**src/design/psev_pkg.sv**
```systemverilog
// Shared types and codes for the postfix stack evaluator.
`timescale 1ns / 1ps
package psev_pkg;

  localparam int WORD_W = 32;

  typedef logic [WORD_W-1:0] word_t;
  typedef logic [2:0]        status_t;
  typedef logic [1:0]        cmd_t;
  typedef logic [2:0]        op_t;

  localparam cmd_t CMD_PUSH = 2'd0;
  localparam cmd_t CMD_OP   = 2'd1;
  localparam cmd_t CMD_END  = 2'd2;
  localparam cmd_t CMD_NONE = 2'd3;

  localparam op_t OP_ADD = 3'd0;
  localparam op_t OP_SUB = 3'd1;
  localparam op_t OP_MUL = 3'd2;
  localparam op_t OP_DIV = 3'd3;
  localparam op_t OP_MOD = 3'd4;
  localparam op_t OP_XOR = 3'd5;
  localparam op_t OP_AND = 3'd6;
  localparam op_t OP_OR  = 3'd7;

  localparam status_t ST_OK        = 3'd0;
  localparam status_t ST_FEW       = 3'd1;
  localparam status_t ST_DIVZ      = 3'd2;
  localparam status_t ST_MODZ      = 3'd3;
  localparam status_t ST_MALFORMED = 3'd4;
  localparam status_t ST_OVERFLOW  = 3'd5;
  localparam status_t ST_SKIPPED   = 3'd6;

  typedef struct packed {
    logic  go;
    word_t dividend;
    word_t divisor;
  } div_req_t;

  typedef struct packed {
    logic  done;
    word_t quotient;
    word_t remainder;
  } div_rsp_t;

endpackage

```
**src/design/psev_div.sv**
```systemverilog
// Restoring unsigned divider, one quotient bit per cycle.
`timescale 1ns / 1ps
module psev_div
  import psev_pkg::*;
(
  input  logic     clk,
  input  logic     rst,
  input  div_req_t req,
  output div_rsp_t rsp
);

  localparam int CNT_W = $clog2(WORD_W);

  word_t            quo;
  word_t            rem;
  word_t            dvs;
  logic [CNT_W-1:0] cnt;
  logic             run;
  logic             done;

  logic [WORD_W:0] shifted;
  logic [WORD_W:0] trial;

  assign shifted = {rem, quo[WORD_W-1]};
  assign trial   = shifted - {1'b0, dvs};

  always_ff @(posedge clk) begin
    if (rst) begin
      run  <= 1'b0;
      done <= 1'b0;
    end else if (req.go) begin
      run  <= 1'b1;
      done <= 1'b0;
    end else if (run) begin
      if (cnt == CNT_W'(WORD_W - 1)) begin
        run  <= 1'b0;
        done <= 1'b1;
      end
    end else begin
      done <= 1'b0;
    end
  end

  always_ff @(posedge clk) begin
    if (req.go) begin
      quo <= req.dividend;
      rem <= '0;
      dvs <= req.divisor;
      cnt <= '0;
    end else if (run) begin
      // A clear top bit of the trial difference means the divisor fits.
      if (!trial[WORD_W]) begin
        rem <= trial[WORD_W-1:0];
        quo <= {quo[WORD_W-2:0], 1'b1};
      end else begin
        rem <= shifted[WORD_W-1:0];
        quo <= {quo[WORD_W-2:0], 1'b0};
      end
      cnt <= cnt + CNT_W'(1);
    end
  end

  assign rsp.done      = done;
  assign rsp.quotient  = quo;
  assign rsp.remainder = rem;

endmodule

```
**src/design/postfix_stack_evaluator.sv**
```systemverilog
// Top level of the postfix expression evaluator with its operand stack.
//
//   channel   ports                                      handshake
//   request   cmd, number, operator_code                 start, busy
//   result    status, top_value, stack_depth,            valid (one-cycle strobe)
//             expression_done
//
// A request is taken when start is high and busy is low; push, end and logic or
// arithmetic operators other than divide and remainder report through the
// registered result after the execute state. Divide and remainder first run the
// shared divider over every quotient bit and report once it is done.
// Reset clears the stack pointer, the failed mark and the sequencer; the stack
// memory itself is not cleared. The result strobe cannot be stalled.
`timescale 1ns / 1ps
module postfix_stack_evaluator
  import psev_pkg::*;
#(
  parameter int STACK_DEPTH = 64
) (
  input  logic                             clk,
  input  logic                             rst,
  input  logic                             start,
  output logic                             busy,
  input  logic [1:0]                       cmd,
  input  logic signed [WORD_W-1:0]         number,
  input  logic [2:0]                       operator_code,
  output logic                             valid,
  output logic [2:0]                       status,
  output logic signed [WORD_W-1:0]         top_value,
  output logic [$clog2(STACK_DEPTH+1)-1:0] stack_depth,
  output logic                             expression_done
);

  localparam int AW = $clog2(STACK_DEPTH);
  localparam int DW = $clog2(STACK_DEPTH + 1);

  localparam logic [1:0] S_IDLE = 2'd0;
  localparam logic [1:0] S_EXEC = 2'd1;
  localparam logic [1:0] S_DIV  = 2'd2;

  logic [1:0]    state, state_next;
  logic [DW-1:0] sp, sp_next;
  word_t         top, top_next;
  logic          failed, failed_next;

  cmd_t  cmd_q;
  word_t num_q;
  op_t   op_q;

  word_t         stack_mem [STACK_DEPTH];
  word_t         rd_data;
  logic [AW-1:0] rd_addr;
  logic          mem_we;
  logic [AW-1:0] mem_wa;
  word_t         mem_wd;

  logic          fin;
  status_t       res_status;
  word_t         res_top;
  logic [DW-1:0] res_depth;
  logic          res_done;

  div_req_t div_req;
  div_rsp_t div_rsp;

  word_t         top_cur;
  word_t         alu_r;
  word_t         div_r;
  logic [DW-1:0] sp_minus1;
  logic [DW-1:0] sp_minus2;
  logic          a_neg, b_neg;

  assign sp_minus1 = sp - DW'(1);
  assign sp_minus2 = sp - DW'(2);
  assign rd_addr   = sp_minus2[AW-1:0];
  assign top_cur   = (sp != '0) ? top : '0;

  // Left operand comes from memory, right operand is the cached top.
  assign a_neg = rd_data[WORD_W-1];
  assign b_neg = top[WORD_W-1];

  always_ff @(posedge clk) begin
    if (mem_we) begin
      stack_mem[mem_wa] <= mem_wd;
    end
    rd_data <= stack_mem[rd_addr];
  end

  always_comb begin
    unique case (op_q)
      OP_ADD:  alu_r = rd_data + top;
      OP_SUB:  alu_r = rd_data - top;
      OP_MUL:  alu_r = rd_data * top;
      OP_XOR:  alu_r = rd_data ^ top;
      OP_AND:  alu_r = rd_data & top;
      OP_OR:   alu_r = rd_data | top;
      OP_DIV:  alu_r = '0;
      OP_MOD:  alu_r = '0;
    endcase
  end

  // Signs are restored after the unsigned divide; the remainder follows the
  // dividend, the quotient is negative when the signs differ.
  always_comb begin
    if (op_q == OP_DIV) begin
      div_r = (a_neg ^ b_neg) ? (word_t'(0) - div_rsp.quotient) : div_rsp.quotient;
    end else begin
      div_r = a_neg ? (word_t'(0) - div_rsp.remainder) : div_rsp.remainder;
    end
  end

  always_comb begin
    state_next  = state;
    sp_next     = sp;
    top_next    = top;
    failed_next = failed;
    fin         = 1'b0;
    res_status  = ST_OK;
    res_top     = top_cur;
    res_depth   = sp;
    res_done    = 1'b0;
    mem_we      = 1'b0;
    mem_wa      = sp[AW-1:0];
    mem_wd      = num_q;
    div_req.go       = 1'b0;
    div_req.dividend = a_neg ? (word_t'(0) - rd_data) : rd_data;
    div_req.divisor  = b_neg ? (word_t'(0) - top) : top;

    unique case (state)
      S_IDLE: begin
        if (start) begin
          state_next = S_EXEC;
        end
      end
      S_EXEC: begin
        fin = 1'b1;
        if (cmd_q == CMD_END) begin
          res_done    = 1'b1;
          res_depth   = '0;
          sp_next     = '0;
          failed_next = 1'b0;
          if (failed) begin
            res_status = ST_SKIPPED;
            res_top    = '0;
          end else begin
            res_status = (sp == DW'(1)) ? ST_OK : ST_MALFORMED;
          end
        end else if (cmd_q == CMD_NONE || failed) begin
          res_status = failed ? ST_SKIPPED : ST_OK;
        end else if (cmd_q == CMD_PUSH) begin
          if (sp == DW'(STACK_DEPTH)) begin
            res_status  = ST_OVERFLOW;
            failed_next = 1'b1;
          end else begin
            mem_we    = 1'b1;
            top_next  = num_q;
            sp_next   = sp + DW'(1);
            res_top   = num_q;
            res_depth = sp + DW'(1);
          end
        end else if (sp < DW'(2)) begin
          res_status  = ST_FEW;
          failed_next = 1'b1;
        end else if ((op_q == OP_DIV || op_q == OP_MOD) && top == '0) begin
          res_status  = (op_q == OP_DIV) ? ST_DIVZ : ST_MODZ;
          failed_next = 1'b1;
        end else if (op_q == OP_DIV || op_q == OP_MOD) begin
          fin        = 1'b0;
          div_req.go = 1'b1;
          state_next = S_DIV;
        end else begin
          mem_we    = 1'b1;
          mem_wa    = sp_minus2[AW-1:0];
          mem_wd    = alu_r;
          top_next  = alu_r;
          sp_next   = sp_minus1;
          res_top   = alu_r;
          res_depth = sp_minus1;
        end
      end
      S_DIV: begin
        if (div_rsp.done) begin
          fin       = 1'b1;
          mem_we    = 1'b1;
          mem_wa    = sp_minus2[AW-1:0];
          mem_wd    = div_r;
          top_next  = div_r;
          sp_next   = sp_minus1;
          res_top   = div_r;
          res_depth = sp_minus1;
        end
      end
      default: begin
        state_next = S_IDLE;
      end
    endcase

    if (fin) begin
      state_next = S_IDLE;
    end
  end

  always_ff @(posedge clk) begin
    if (rst) begin
      state  <= S_IDLE;
      sp     <= '0;
      failed <= 1'b0;
      valid  <= 1'b0;
    end else begin
      state  <= state_next;
      sp     <= sp_next;
      failed <= failed_next;
      valid  <= fin;
    end
  end

  always_ff @(posedge clk) begin
    top <= top_next;
    if (state == S_IDLE && start) begin
      cmd_q <= cmd;
      num_q <= $unsigned(number);
      op_q  <= operator_code;
    end
    if (fin) begin
      status          <= res_status;
      top_value       <= $signed(res_top);
      stack_depth     <= res_depth;
      expression_done <= res_done;
    end
  end

  assign busy = (state != S_IDLE);

  psev_div u_div (
    .clk (clk),
    .rst (rst),
    .req (div_req),
    .rsp (div_rsp)
  );

endmodule

```
**config.mk**
```make
export PLATFORM = sky130hd
export DESIGN_NAME = postfix_stack_evaluator
export DESIGN_NICKNAME = d
export VERILOG_FILES = /design/src/design/psev_pkg.sv /design/src/design/psev_div.sv /design/src/design/postfix_stack_evaluator.sv
export SDC_FILE = /design/constraint.sdc
export NUM_CORES = 2
export LEC_CHECK = 0
export BUFFER_PORTS_ARGS = -buffer_cell sky130_fd_sc_hd__buf_2
export CAP_MARGIN = 20
export CORE_MARGIN = 3
export CORE_UTILIZATION = 50
export CTS_BUF_LIST = sky130_fd_sc_hd__clkbuf_8
export DETAILED_ROUTE_END_ITERATION = 12
export PLACE_DENSITY = 0.7
export SLEW_MARGIN = 20
export SYNTH_ARGS = -nofsm -noshare
export SYNTH_HDL_FRONTEND = slang
export SYNTH_HIERARCHICAL = 1
export SYNTH_SLANG_ARGS = --single-unit
```
**constraint.sdc**
```tcl
create_clock -name clk -period 20.9 [get_ports clk]
set_input_delay 3.135 -clock clk [delete_from_list [all_inputs] [get_ports clk]]
set_output_delay 3.135 -clock clk [all_outputs]
set_load 0.1 [all_outputs]
```
Yosys cells after proc, flatten, opt, wreduce, memory -nomap -nowiden
Memory sizes are Yosys's and may differ from the RTL's. A register that Yosys moved wholly into a read port is not among the register bits.
Cells that the tools add are included.
- register bits: 226
- bits in writable memories: 2048
- bits of input ports: 40
- output and inout bits: 45
- word-level logic and storage cells: 193
- memories: 1
- add/subtract/negate cells: 11
- multiply operators: 1
- magnitude comparators: 1
- eq/ne operators: 28
- muxes and demuxes: 107
- bitwise logic cells: 6
- reductions and logical operators: 19
- memory list (name ; depth ; width ; rd ports ; clocked after memory_dff ; write ports ; line ; text):
    stack_mem ; 64 ; 32 ; 1 ; 1 ; 1 ; postfix_stack_evaluator.sv:50 ; word_t stack_mem [STACK_DEPTH];
- operators with widths (kind ; count):
    32-bit 2-to-1 mux ; 32
    32-bit case mux with 7 select lines ; 1
    32-bit case mux with 2 select lines ; 3
    1-bit by 32-bit subtractor with 32-bit output, first input constant ; 4
    7-bit 2-to-1 mux ; 8
    6-bit 2-to-1 mux ; 7
    1-bit 2-to-1 mux ; 34
    33-bit by 32-bit subtractor with 33-bit output ; 1
    32-bit adder ; 1
    32-bit AND ; 1
    32-bit logical NOT ; 1
    32-bit by 32-bit multiplier with 32-bit output ; 1
    32-bit bitwise OR ; 1
    32-bit subtractor ; 1
    32-bit XOR ; 1
    31-bit 2-to-1 mux ; 1
    3-bit 2-to-1 mux ; 7
    2-bit 2-to-1 mux ; 9
    2-bit != test, second input constant ; 8
    8-bit AND reduction ; 2
    7-bit case mux with 2 select lines ; 1
    3-bit equality test, second input constant ; 4
    3-bit != test, second input constant ; 4
    6-bit case mux with 2 select lines ; 1
    28 further kinds ; 39

Longest topological paths before layout
- depth in word-level cells: 11
- depth in mapped cells: 29
- mapped depth without buffers: 27

By module
Netlist, hierarchy kept.
- by module, submodules not included (module ; times used ; cells an instance ; area an instance (um^2)):
    postfix_stack_evaluator ; 1 ; 6848 ; 108661.7
    psev_div ; 1 ; 550 ; 5810.6

Worst setup path before layout
OpenSTA, ideal clock, no wires.
- path type: register to register
- from: register top[2]
- to: memory stack_mem[0][29] in the netlist's numbering, data pin
- library setup time: 0.548 ns
- arrival time: 8.805 ns
- setup slack: 11.547 ns
- stages on the path, launching flop included: 27
- cells stage by stage: edfxtp_1 > buf_1 > inv_1 > clkbuf_1 > nor2_1 > fa_1 > inv_1 > fa_1 > fa_1 > fa_1 > inv_1 > fa_1 > inv_1 > fa_1 > inv_1 > fa_1 > fa_1 > ha_1 > a21oi_1 > o21ai_0 > a221oi_1 > a21oi_1 > a31oi_1 > mux2i_1 > a22oi_1 > a211oi_1 > a21oi_1
- cells in the longest elaborated chain, start to end: 9
- elaborated cells between the ends (all ways): 13
- those cells by class: add/sub: 2; mul: 1; mux: 8; reduce/logical: 2
- RTL lines (item ; line ; text):
    start: declaration ; postfix_stack_evaluator.sv:43 ; word_t top, top_next;
    start signal: assignment ; postfix_stack_evaluator.sv:218 ; top <= top_next;
    32-bit by 32-bit multiplier with 32-bit output (tied with other cells) ; postfix_stack_evaluator.sv:93 ; OP_MUL: alu_r = rd_data * top;
    32-bit case mux with 7 select lines ; postfix_stack_evaluator.sv:90 ; unique case (op_q)
    32-bit 2-to-1 mux ; postfix_stack_evaluator.sv:167 ; end else if (op_q == OP_DIV || op_q == OP_MOD) begin
    32-bit 2-to-1 mux (*) ; postfix_stack_evaluator.sv:164 ; end else if ((op_q == OP_DIV || op_q == OP_MOD) && top == '0) begin
    32-bit 2-to-1 mux (*) ; postfix_stack_evaluator.sv:161 ; end else if (sp < DW'(2)) begin
    32-bit 2-to-1 mux (*) ; postfix_stack_evaluator.sv:150 ; end else if (cmd_q == CMD_PUSH) begin
    32-bit 2-to-1 mux (*) ; postfix_stack_evaluator.sv:148 ; end else if (cmd_q == CMD_NONE || failed) begin
    32-bit 2-to-1 mux (*) ; postfix_stack_evaluator.sv:137 ; if (cmd_q == CMD_END) begin
    32-bit case mux with 2 select lines (*) ; postfix_stack_evaluator.sv:129 ; unique case (state)
    net mem_wd[29] ; postfix_stack_evaluator.sv:55 ; word_t mem_wd;
    end: declaration ; postfix_stack_evaluator.sv:50 ;
The timed path passes the listed nets; every way through them passes the cells marked *.

Final worst setup path
- from: register rd_data[6] (read register of stack_mem)
- to: memory stack_mem[48][31] in the netlist's numbering, data pin
- cells in the longest elaborated chain, start to end: 9
- elaborated cells between the ends (all ways): 11
- those cells by class: add/sub: 2; mul: 1; mux: 8
- RTL lines (item ; line ; text):
    start: declaration ; postfix_stack_evaluator.sv:51 ; word_t rd_data;
    32-bit by 32-bit multiplier with 32-bit output (tied with other cells) ; postfix_stack_evaluator.sv:93 ;
    32-bit case mux with 7 select lines (*) ; postfix_stack_evaluator.sv:90 ;
    32-bit 2-to-1 mux (*) ; postfix_stack_evaluator.sv:167 ;
    32-bit 2-to-1 mux (*) ; postfix_stack_evaluator.sv:164 ;
    32-bit 2-to-1 mux (*) ; postfix_stack_evaluator.sv:161 ;
    32-bit 2-to-1 mux (*) ; postfix_stack_evaluator.sv:150 ;
    32-bit 2-to-1 mux (*) ; postfix_stack_evaluator.sv:148 ;
    32-bit 2-to-1 mux (*) ; postfix_stack_evaluator.sv:137 ;
    32-bit case mux with 2 select lines (*) ; postfix_stack_evaluator.sv:129 ;
    net mem_wd[31] ; postfix_stack_evaluator.sv:55 ;
Marks and branches as above.

==> run metrics <==
drt wl/cell 32.1 um; Port Buffers 84; DP Wirelength 220 mm; share of cells above drive strength 1 0.200; post-route ant nets 0; most common cell after layout, fill and taps aside edfxtp_1; Worst Tran Pin Value 1240 ps; Startpoint Class flop; die height 484 um; most used cell, CP fa_1; DRC viols 0; Setup WS pre-CTS 10,520 ps; crit path max fanout 64; final worst path period share 0.508; Cells after Synth between 7,000 and 8,000; Final Max Slew Viols 0; relative slew slack 0.175; first-pass GRT wire length ~500 mm; area grow syn2layout 10.2%; initial antenna violation count 19; Mapped Nets 8,116; crit path max-delay cell type a221oi_1; Syn. warnings 6; commonest cells after routing, fill and taps aside edfxtp_1, inv_1, mux4_2, nand2_1, nor2_1; fmax 94.1 MHz; Netlist cell types slightly below 100; final setup vio count 0; worst hold path depth 2; P_leak 43.3 nW; Layout Skew approximately 110 ps; core area 227,000 sq um; largest net degree at the start of global routing 95; Reg2Reg Setup Slack 10,280 ps; Hold Startpoint u_div/cnt[3]; row count between 150 and 200; total number of vias 70,366; root buffer cell clkbuf_8; Hold-fix buffers, CTS 0; async set-reset flop share out of synthesis 0; CTS tree built; gp weighted congestion 0.998; chip width just under 500 um; final hold violations 0; clk slew on worst S/H paths 60 ps; max-cap violation count 0; Num CTS Buffers approximately 370; number of global-route vias before repair roughly 70,000; 1st-iter DRT viols 9,357; Clock Latency Late Sink between 1000 and 1500 ps; status completed; H-tree levels 5; ys flop type edfxtp_1; Total Power 0.0123 W; nets 8,377; slowest stage delay, CP 910 ps; I/O Pins 85; DRT Wirelength 351 mm; Sum Neg Setup Slack 0 ps; CTS resizes 0; gr usage total 0.298; Critical Path RT 21,600 ps; Post-Syn Area per Cell between 15 and 20 sq um; Non-Filler Instances between 10,000 and 15,000; clk sinks ~2,300; EDFF count, synth 2,224; crit path kind reg2reg; Initial Utilization 0.503; number of fill cells 17,635; setup bufs post-CTS 0; Max rail drop VDD 0.169 mV; PD cells around 100 nW/um^2; fin crit period approximately 11,000 ps; clk buf depth 4; worst path arrival time 11,320 ps; routed vias/inst 6.44; reg2reg start rd_data[6]; Critical R2R Capture stack_mem[48][31]; dpl cells 10,294; Hold Path Class reg2reg; grt total ovfl 0; sequential area share after synthesis 0.598; #FFs+latches synth 2,306; fin worst setup slack 10,280 ps; CP endpoint kind flop; Worst Hold Path EP u_div/cnt[3]; Reg2Reg Depth 28; Syn Std Cell Area 114,000 sq um; DRT Pass-1 Iters 8; Die ar. 235,000 sq um; RSZ-0062 raised after global routing false
## worst max path at each step
stage	slack, ps	startpoint	end	depth (start not counted)
after floorplan	11550	top[2]	stack_mem[0][29]	26
after global placement	10780	rd_data[6]	stack_mem[0][31]	28
after detailed placement	10520	rd_data[6]	stack_mem[2][31]	28
after CTS	10410	rd_data[6]	stack_mem[38][31]	28
after global routing	10120	rd_data[6]	stack_mem[48][31]	28
final	10280	rd_data[6]	stack_mem[48][31]	28
## worst max-delay path, delay by kind of cell, from the launching register on
family / cells / cell delay [ps]
buffers and inverters: 9 / 1680
flip-flops: 1 / 900
AND/OR/NAND/NOR: 2 / 350
XOR/XNOR: 1 / 140
adder cells (fa/ha/maj): 9 / 3870
AO/OA/AOI/OAI: 7 / 3200
## cell usage after synthesis, types with 33 or more instances
cell type,instances,area share
mux4_2,654,0.13
xor2_1,75,0.0057
nand3_1,49,0.0021
mux2i_1,60,0.0052
a21o_1,44,0.0029
nor3_1,41,0.0018
a31oi_1,47,0.0026
xnor2_1,204,0.016
edfxtp_1,2224,0.58
ha_1,268,0.029
dfxtp_1,82,0.014
nor2_1,572,0.019
buf_1,87,0.0029
a21oi_1,269,0.012
mux2_2,33,0.0032
fa_1,410,0.072
nand2_1,533,0.017
o31ai_1,43,0.0028
inv_1,514,0.017
nor2b_1,40,0.0022
a211oi_1,71,0.0047
o21ai_0,218,0.0095
o22ai_1,33,0.0018
o211ai_1,46,0.0030
clkbuf_1,301,0.0099
## routing by layer
metal / share of wire / vias to the layer above / track usage
li1: - / 28494 / -
met1: 0.37 / 36280 / 0.405
met2: 0.46 / 4612 / 0.455
met3: 0.11 / 974 / 0.0684
met4: 0.060 / 6 / 0.154
met5: 0.00014 / - / 0
## sequential cells by signal, summed over array words and instances, names as in the netlist
signal           cells
state                2
expression_done      1
top_value           32
cmd_q                2
op_q                 3
valid                1
stack_depth          7
status               3
u_div/rem           32
rd_data             32
u_div/cnt            5
num_q               32
u_div/quo           32
top                 32
failed               1
u_div/done           1
u_div/run            1
u_div/dvs           32
stack_mem         2048
sp                   7
## where the power goes
group / total [W] / switching [W] / leakage (nW) / internal, W
Combinational: 0.00348 / 0.00225 / 18.6 / 0.00123
Clock: 0.00348 / 0.00171 / 3.84 / 0.00178
Sequential: 0.00536 / 0.0000350 / 20.9 / 0.00533
## layout make-up
type	count	area, sq um	share of cell area
inverter	536	2010	0.0159
antenna	12	30.0	0.000238
clock buffer	396	5450	0.0432
clock inverter	231	1030	0.00819
timing repair buffer	307	2180	0.0173
tap	3009	3760	0.0298
multi-input combinational	4136	43200	0.343
sequential	2306	68400	0.543
## metrics by stage
stage / instance area [sq um] / hold WS, ps / util
finish: 126000 / 520 / 0.555
global route: 126000 / 558 / 0.554
CTS: 126000 / 524 / 0.554
detailed placement: 120000 / 497 / 0.526
global placement: 120000 / 490 / 0.526
floorplan: 114000 / 467 / -
## logic make-up after synthesis
| group | synth area share |
|---|---|
| AOI/OAI and AO/OA | 0.0564 |
| xor gates and xnor gates | 0.0215 |
| adders and majority gates | 0.101 |
| buffers and inverters | 0.0321 |
| DFF | 0.598 |
| muxes | 0.137 |
| and+or+nand+nor | 0.0541 |
Power figures use the tool's default switching activity.
